File: src/hdl/pstd_pkg.sv
// ----------------------------------------------------------------------------
// pstd_pkg
// Types and constants shared by the string token decoder.
// ----------------------------------------------------------------------------
package pstd_pkg;

    typedef enum logic [1:0] {
        MODE_IDLE = 2'd0,
        MODE_LIT  = 2'd1,
        MODE_HEX  = 2'd2
    } parse_mode_t;

    localparam logic [2:0] STATUS_OK      = 3'd0;
    localparam logic [2:0] STATUS_NOT_STR = 3'd1;
    localparam logic [2:0] STATUS_BAD_HEX = 3'd2;
    localparam logic [2:0] STATUS_LIMIT   = 3'd3;
    localparam logic [2:0] STATUS_UNTERM  = 3'd4;

    localparam logic [7:0] CH_NUL    = 8'h00;
    localparam logic [7:0] CH_TAB    = 8'h09;
    localparam logic [7:0] CH_LF     = 8'h0a;
    localparam logic [7:0] CH_CR     = 8'h0d;
    localparam logic [7:0] CH_BS     = 8'h08;
    localparam logic [7:0] CH_FF     = 8'h0c;
    localparam logic [7:0] CH_SPACE  = 8'h20;
    localparam logic [7:0] CH_LPAREN = 8'h28;
    localparam logic [7:0] CH_RPAREN = 8'h29;
    localparam logic [7:0] CH_BSLASH = 8'h5c;
    localparam logic [7:0] CH_LT     = 8'h3c;
    localparam logic [7:0] CH_GT     = 8'h3e;

    localparam logic [8:0] COUNT_MAX = 9'd511;

    typedef struct packed {
        logic [7:0] in_byte;
        logic       end_of_input;
    } in_item_t;

    typedef struct packed {
        logic [7:0] out_byte;
        logic       byte_valid;
        logic       last;
        logic [2:0] status;
    } out_item_t;

    function automatic out_item_t mk_res(logic [7:0] b, logic v, logic l, logic [2:0] s);
        out_item_t r;
        r.out_byte   = b;
        r.byte_valid = v;
        r.last       = l;
        r.status     = s;
        return r;
    endfunction

    function automatic logic is_ws(logic [7:0] c);
        return (c == CH_SPACE) || (c >= CH_TAB && c <= CH_CR) || (c == CH_NUL);
    endfunction

    function automatic logic is_octal(logic [7:0] c);
        return (c >= 8'h30) && (c <= 8'h37);
    endfunction

    // bit 4 flags a valid hex digit
    function automatic logic [4:0] hex_val(logic [7:0] c);
        logic [4:0] r;
        r = 5'd0;
        if (c >= 8'h30 && c <= 8'h39) begin
            r = {1'b1, c[3:0]};
        end else if ((c >= 8'h61 && c <= 8'h66) || (c >= 8'h41 && c <= 8'h46)) begin
            r = {1'b1, c[3:0] + 4'd9};
        end
        return r;
    endfunction

    function automatic logic [7:0] esc_map(logic [7:0] c);
        logic [7:0] b;
        case (c)
            8'h6e:   b = CH_LF;
            8'h72:   b = CH_CR;
            8'h74:   b = CH_TAB;
            8'h62:   b = CH_BS;
            8'h66:   b = CH_FF;
            default: b = c;
        endcase
        return b;
    endfunction

endpackage

File: src/hdl/pdf_string_token_decoder.sv
// ----------------------------------------------------------------------------
// pdf_string_token_decoder
// Decodes literal and hex string tokens from a byte stream.
// ----------------------------------------------------------------------------
// Usage:
//   s_* channel takes one raw byte per item (or an end-of-input marker).
//   m_* channel delivers decoded bytes and one closing item per token with
//   last set and a status code.
//   Each input item is decoded in the cycle it is accepted; its zero, one or
//   two results are registered into a four-entry output queue that drives
//   m_*. Input rate is one item per cycle while the receiver keeps up;
//   sustained rate is bounded by the one result per cycle the output queue
//   drains.
//   s_ready is high while the queue has room for two results; a stalled
//   receiver holds the input once three results wait, with nothing lost.
//   Reset clears the parser to idle and empties the output queue.
// ----------------------------------------------------------------------------
module pdf_string_token_decoder import pstd_pkg::*; #(
    parameter int MAX_RAW = 256
) (
    input  logic      aclk,
    input  logic      aresetn,
    input  logic      s_valid,
    output logic      s_ready,
    input  in_item_t  s_data,
    output logic      m_valid,
    input  logic      m_ready,
    output out_item_t m_data
);

    localparam logic [8:0] RAW_LIMIT = 9'(MAX_RAW);

    parse_mode_t mode_reg, mode_next;
    logic [8:0]  depth_reg, depth_next;
    logic        esc_reg, esc_next;
    logic [1:0]  od_reg, od_next;
    logic [7:0]  ov_reg, ov_next;
    logic [8:0]  raw_reg, raw_next;
    logic [3:0]  hn_reg, hn_next;
    logic        half_reg, half_next;

    out_item_t   res [2];
    logic [1:0]  n;

    out_item_t   fifo_reg [4];
    logic [1:0]  wr_ptr_reg, rd_ptr_reg;
    logic [2:0]  count_reg, count_next;

    logic        s_fire, m_fire;
    logic [7:0]  c;
    logic        eoi;
    logic        closed;
    logic        plain;
    logic [4:0]  hv;

    assign s_fire  = s_valid && s_ready;
    assign m_fire  = m_valid && m_ready;
    assign s_ready = (count_reg <= 3'd2);
    assign m_valid = (count_reg != 3'd0);
    assign m_data  = fifo_reg[rd_ptr_reg];
    assign c       = s_data.in_byte;
    assign eoi     = s_data.end_of_input;
    assign hv      = hex_val(c);

    always_comb begin
        mode_next  = mode_reg;
        depth_next = depth_reg;
        esc_next   = esc_reg;
        od_next    = od_reg;
        ov_next    = ov_reg;
        raw_next   = raw_reg;
        hn_next    = hn_reg;
        half_next  = half_reg;
        res[0]     = mk_res(8'd0, 1'b0, 1'b0, STATUS_OK);
        res[1]     = mk_res(8'd0, 1'b0, 1'b0, STATUS_OK);
        n          = 2'd0;
        closed     = 1'b0;
        plain      = 1'b0;

        case (mode_reg)
            MODE_LIT, MODE_HEX: begin
                if (eoi) begin
                    if (od_reg != 2'd0) begin
                        res[0] = mk_res(ov_reg, 1'b1, 1'b0, STATUS_OK);
                        n = 2'd1;
                    end
                    res[n[0]] = mk_res(8'd0, 1'b0, 1'b1, STATUS_UNTERM);
                    n = n + 2'd1;
                    closed = 1'b1;
                end else if (mode_reg == MODE_LIT) begin
                    if (raw_reg != COUNT_MAX) begin
                        raw_next = raw_reg + 9'd1;
                    end
                    if (esc_reg) begin
                        esc_next = 1'b0;
                        if (is_octal(c)) begin
                            od_next = 2'd1;
                            ov_next = {5'd0, c[2:0]};
                        end else begin
                            res[0] = mk_res(esc_map(c), 1'b1, 1'b0, STATUS_OK);
                            n = 2'd1;
                        end
                    end else if (od_reg != 2'd0) begin
                        if (is_octal(c) && od_reg != 2'd3 && ov_reg < 8'd32) begin
                            ov_next = {ov_reg[4:0], c[2:0]};
                            od_next = od_reg + 2'd1;
                            if (od_reg == 2'd2) begin
                                res[0] = mk_res({ov_reg[4:0], c[2:0]}, 1'b1, 1'b0, STATUS_OK);
                                n = 2'd1;
                                od_next = 2'd0;
                                ov_next = 8'd0;
                            end
                        end else begin
                            res[0] = mk_res(ov_reg, 1'b1, 1'b0, STATUS_OK);
                            n = 2'd1;
                            od_next = 2'd0;
                            ov_next = 8'd0;
                            plain = 1'b1;
                        end
                    end else begin
                        plain = 1'b1;
                    end

                    if (plain) begin
                        if (c == CH_LPAREN) begin
                            if (depth_reg != COUNT_MAX) begin
                                depth_next = depth_reg + 9'd1;
                            end
                            res[n[0]] = mk_res(c, 1'b1, 1'b0, STATUS_OK);
                            n = n + 2'd1;
                        end else if (c == CH_RPAREN) begin
                            if (depth_reg != 9'd0) begin
                                depth_next = depth_reg - 9'd1;
                            end
                            if (depth_reg <= 9'd1) begin
                                closed = 1'b1;
                            end else begin
                                res[n[0]] = mk_res(c, 1'b1, 1'b0, STATUS_OK);
                                n = n + 2'd1;
                            end
                        end else if (c == CH_BSLASH) begin
                            esc_next = 1'b1;
                        end else begin
                            res[n[0]] = mk_res(c, 1'b1, 1'b0, STATUS_OK);
                            n = n + 2'd1;
                        end
                    end

                    if (closed) begin
                        res[n[0]] = mk_res(8'd0, 1'b0, 1'b1, STATUS_OK);
                        n = n + 2'd1;
                    end else if (raw_next >= RAW_LIMIT) begin
                        if (od_next != 2'd0) begin
                            res[n[0]] = mk_res(ov_next, 1'b1, 1'b0, STATUS_OK);
                            n = n + 2'd1;
                        end
                        if (n != 2'd0) begin
                            res[n[0] ^ 1'b1].last   = 1'b1;
                            res[n[0] ^ 1'b1].status = STATUS_LIMIT;
                        end else begin
                            res[0] = mk_res(8'd0, 1'b0, 1'b1, STATUS_LIMIT);
                            n = 2'd1;
                        end
                        closed = 1'b1;
                    end
                end else begin
                    if (c == CH_GT) begin
                        res[0] = mk_res(8'd0, 1'b0, 1'b1,
                            (raw_reg == 9'd0 || half_reg) ? STATUS_BAD_HEX : STATUS_OK);
                        n = 2'd1;
                        closed = 1'b1;
                    end else if (hv[4]) begin
                        if (raw_reg != COUNT_MAX) begin
                            raw_next = raw_reg + 9'd1;
                        end
                        if (!half_reg) begin
                            hn_next   = hv[3:0];
                            half_next = 1'b1;
                        end else begin
                            res[0] = mk_res({hn_reg, hv[3:0]}, 1'b1, 1'b0, STATUS_OK);
                            n = 2'd1;
                            half_next = 1'b0;
                            hn_next   = 4'd0;
                        end
                        if (raw_next >= RAW_LIMIT) begin
                            if (n != 2'd0) begin
                                res[0].last   = 1'b1;
                                res[0].status = STATUS_LIMIT;
                            end else begin
                                res[0] = mk_res(8'd0, 1'b0, 1'b1, STATUS_LIMIT);
                                n = 2'd1;
                            end
                            closed = 1'b1;
                        end
                    end
                end
            end
            default: begin
                mode_next = MODE_IDLE;
                if (eoi) begin
                    res[0] = mk_res(8'd0, 1'b0, 1'b1, STATUS_NOT_STR);
                    n = 2'd1;
                end else if (is_ws(c)) begin
                    n = 2'd0;
                end else if (c == CH_LPAREN) begin
                    closed = 1'b1;
                end else if (c == CH_LT) begin
                    closed = 1'b1;
                end else begin
                    res[0] = mk_res(8'd0, 1'b0, 1'b1, STATUS_NOT_STR);
                    n = 2'd1;
                end
            end
        endcase

        if (closed) begin
            mode_next  = MODE_IDLE;
            depth_next = 9'd0;
            esc_next   = 1'b0;
            od_next    = 2'd0;
            ov_next    = 8'd0;
            raw_next   = 9'd0;
            hn_next    = 4'd0;
            half_next  = 1'b0;
            if (mode_reg != MODE_LIT && mode_reg != MODE_HEX && !eoi) begin
                if (c == CH_LPAREN) begin
                    mode_next  = MODE_LIT;
                    depth_next = 9'd1;
                end else begin
                    mode_next  = MODE_HEX;
                end
            end
        end
    end

    always_comb begin
        count_next = count_reg;
        if (s_fire) begin
            count_next = count_next + {1'b0, n};
        end
        if (m_fire) begin
            count_next = count_next - 3'd1;
        end
    end

    always_ff @(posedge aclk) begin
        if (!aresetn) begin
            mode_reg   <= MODE_IDLE;
            depth_reg  <= 9'd0;
            esc_reg    <= 1'b0;
            od_reg     <= 2'd0;
            ov_reg     <= 8'd0;
            raw_reg    <= 9'd0;
            hn_reg     <= 4'd0;
            half_reg   <= 1'b0;
            wr_ptr_reg <= 2'd0;
            rd_ptr_reg <= 2'd0;
            count_reg  <= 3'd0;
        end else begin
            if (s_fire) begin
                mode_reg   <= mode_next;
                depth_reg  <= depth_next;
                esc_reg    <= esc_next;
                od_reg     <= od_next;
                ov_reg     <= ov_next;
                raw_reg    <= raw_next;
                hn_reg     <= hn_next;
                half_reg   <= half_next;
                wr_ptr_reg <= wr_ptr_reg + n;
            end
            if (m_fire) begin
                rd_ptr_reg <= rd_ptr_reg + 2'd1;
            end
            count_reg <= count_next;
        end
    end

    always_ff @(posedge aclk) begin
        if (s_fire) begin
            if (n != 2'd0) begin
                fifo_reg[wr_ptr_reg] <= res[0];
            end
            if (n == 2'd2) begin
                fifo_reg[wr_ptr_reg + 2'd1] <= res[1];
            end
        end
    end

endmodule
File: config.mk
export PLATFORM = sky130hd
export DESIGN_NAME = pdf_string_token_decoder
export DESIGN_NICKNAME = d
export VERILOG_FILES = /design/src/hdl/pstd_pkg.sv /design/src/hdl/pdf_string_token_decoder.sv
export SDC_FILE = /design/constraint.sdc
export NUM_CORES = 1
export LEC_CHECK = 0
export BUFFER_PORTS_ARGS = -buffer_cell sky130_fd_sc_hd__buf_2
export CAP_MARGIN = 15
export CORE_ASPECT_RATIO = 0.5
export CORE_MARGIN = 2
export CORE_UTILIZATION = 45
export DETAILED_ROUTE_END_ITERATION = 10
export SLEW_MARGIN = 10
export SYNTH_ARGS = -nofsm -noshare
export SYNTH_HDL_FRONTEND = slang
export SYNTH_SLANG_ARGS = --single-unit
File: constraint.sdc
create_clock -name aclk -period 10.5 [get_ports aclk]
set_input_delay 0.525 -clock aclk [delete_from_list [all_inputs] [get_ports aclk]]
set_output_delay 0.525 -clock aclk [all_outputs]
set_load 0.01 [all_outputs]
==> flow_summary.yaml <==
run_status:
  status: "completed"
min_path:
  worstHoldEndpoint: "hn_reg[1]"
  holdPathStages: 2
  hp-start: "hn_reg[1]"
  hp-class: "reg -> reg"
die:
  fp.dieH_um: 90.92
  io_pins: 28
  start_util: 0.4650
  std_cell_rows: 31
  die_x_um: 177.8
  core_area_mm2: 0.01462
  die_area_mm2: 0.01617
routing:
  wl_um: 19840
  vias_per_cell: 6.300
  drt-initial-drc-count: 641
  vias: 5909
  drt_pass1_iterations: 5
  drc: 0
  wl_per_cell_um: 21.15
  antenna_left: 0
layout:
  multi_input_area_mm2: 0.004046
  diodes: 0
  area_delta_synth_final_pct: 8.465
  ff_latch_area_mm2: 0.002462
  fin_cells: 938
  drive_gt1_frac: 0.1135
  nFillCells: 1401
  utilization: 0.5043
  largest_reg_flops: 52
  nNetsFinal: 771
global_routing:
  grt_pass1_vias: 5475
  grt_use_met1: 0.4043
  gr-total-overflow: 0
  grt_util_met3: 0.05934
  antenna_found_initial: 0
  grt_max_degree: 31
  grt_usage: 0.2526
  grt_pass1_wl_um: 31440
  grtUsageMet2: 0.3320
  grt_busiest_layer: "met1"
timing:
  fin_ws_ns: 4.377
  setup_viol: 0
  slew_violations: 0
  fmax_ghz: 0.1633
  hold_viol_final: 0
  worst_pin_slew_ns: 1.067
  rsz0062_at_grt: "false"
  fin_crit_sh: 0.5832
  relSlewSlack: 0.2829
  fin_skew_ns: 0.005511
  tns_ns: 0
  fin_crit_ns: 6.123
synth:
  netlist_instances: 737
  yosys.cell_count.top_type: "nand2_1"
  syn_nets: 773
  synth.distinct_cells: 82
  yosysTopAreaCell: "edfxtp_1"
  ys.flop_type: "edfxtp_1"
  netlist_top_cells_count: "78 x nand2_1, 52 x edfxtp_1, 49 x nor2_1"
  synth_edf_count: 52
  yosysTopAreaCellShare: 0.2297
  ys_warn_count: 0
  ys_seq_area_frac: 0.3622
  async_flop_share: 0
  avgSynthCellArea_um2: 9.225
  syn_area_mm2: 0.006799
  ys_ff_latch: 97
  yosys-top-cells-area: "edfxtp_1 23%, dfxtp_1 13%, mux2i_1 6.6%"
place:
  pre_cts_slack_ns: 4.070
  io_buffers: 27
  place_congestion: 0.9468
  dpl.cell_count: 922
  dp_hpwl_um: 14470
setup_path:
  path_class: "in -> reg"
  r2r_start: "ov_reg[5]"
  cp_data_arrival_time_ns: 6.37
  startpoint_type: "input pin"
  crit_required_ns: 10.75
  endpoint_kind: "flop"
  rrSetupSlack_ns: 4.52
  worstRegToRegCells: 24
  crit_fanout: 15
  r2r_end: "count_reg[2]"
clocking:
  cts_max_level: 3
  cts_buffers: 9
  holdBufCountCts: 0
  clkLatencyLatePin_ns: 0.35
  clk_pin_slew_ns: 0.08
  cts_setup_buffers: 0
  cts_tree: "yes"
  cts_buffer_depth: 2
  cts_root_buffer: "clkbuf_16"
  clock-sinks: 97
  cts_resized: 0
flow_run:
  cap_violations: 0
pwr:
  p_per_area_mw_per_mm2: 142.9
  irDropWorstVdd_v: 0.00008098
  power.leakage_nw: 2.677
[worst max path at each step]
| stage | slack (ns) | start | end | cells past startpoint |
|---|---|---|---|---|
| after global placement | 4.32 | s_data[8] | count_reg[2] | 25 |
| after detailed placement | 4.07 | s_data[8] | count_reg[2] | 25 |
| final | 4.38 | s_data[8] | count_reg[2] | 25 |
| after floorplan | 4.86 | s_data[5] | count_reg[1] | 23 |
| after CTS | 4.45 | s_data[8] | count_reg[2] | 25 |
| after global routing | 3.78 | s_data[6] | count_reg[2] | 25 |
[power by group]
part	internal, mW	total [mW]	switching [mW]
Clock	0.193	0.360	0.167
Sequential	0.436	0.468	0.0320
Combinational	0.106	0.226	0.119
[per-layer routing]
metal  vias to the layer above  share of wire
li1                       2798              -
met2                       222           0.40
met5                         -              0
met4                         0          0.012
met1                      2869           0.51
met3                        20          0.078
[cell usage in the layout (no fill, tap or decap), types with 5 or more instances in the layout]
cell type	synthesis	final
a21o_1	6	6
a21oi_1	45	45
a22o_1	24	24
a31o_2	5	5
a31oi_1	12	12
and2_1	9	9
and3_1	9	9
buf_2	3	27
buf_4	0	7
clkbuf_16	0	9
dfxtp_1	45	45
edfxtp_1	52	52
ha_1	22	22
inv_1	27	27
mux2i_1	45	45
mux4_2	13	13
nand2_1	78	78
nand2b_1	10	10
nand3_1	17	17
nand4_1	11	11
nor2_1	49	49
nor2b_1	14	14
nor3_1	17	17
nor4_1	8	7
o211ai_1	11	11
o21ai_0	20	20
o21ai_1	16	16
o31ai_1	8	8
or3_1	5	5
xnor2_1	15	15
xor2_1	5	5
[layout make-up]
class	count	area share
Clock buffer	9	0.03054
Clock inverter	7	0.01306
Inverter	29	0.01476
Multi-Input combinational cell	564	0.5487
Sequential cell	97	0.3339
Tap cell	198	0.03359
Timing Repair Buffer	34	0.02545
[kinds of logic (layout without fill, tap and decap cells)]
logic type / after synthesis / in the layout / share of synthesized area
AND/OR/NAND/NOR: 254 / 254 / 0.1949
AO/OA/AOI/OAI: 204 / 204 / 0.2127
flip-flops: 97 / 97 / 0.3622
buffers and inverters: 76 / 79 / 0.04361
multiplexers: 62 / 62 / 0.1159
adder cells (fa/ha/maj): 24 / 24 / 0.04490
XOR/XNOR: 20 / 20 / 0.02576
[stage by stage]
stage                     power, mW  area, um^2  hold WS [ns]
after floorplan              0.6332        6799        0.4282
after global placement       0.7023        7046        0.4385
after detailed placement     0.7048        7053        0.4419
after CTS                     1.063        7375        0.4529
after global routing          1.107        7375        0.4776
final                         1.054        7375        0.4545
[critical path, stage by stage]
cell and delay (ns):
buf_2 0.17, nand4bb_1 0.52, or3_1 0.56, o211ai_1 0.51, inv_1 0.15, ha_1 0.37
inv_1 0.06, a221oi_1 0.33, mux2i_1 0.13, buf_4 0.22, ha_1 0.37, o21a_1 0.23
a2111oi_4 0.09, nor4b_4 0.53, nor2_1 0.08, inv_1 0.09, ha_1 0.13, inv_1 0.05
fa_1 0.49, nor2_1 0.04, a21oi_1 0.18, ha_1 0.17, nand2_1 0.06, xor2_1 0.16
and2_1 0.15
Power figures use the tool's default switching activity.
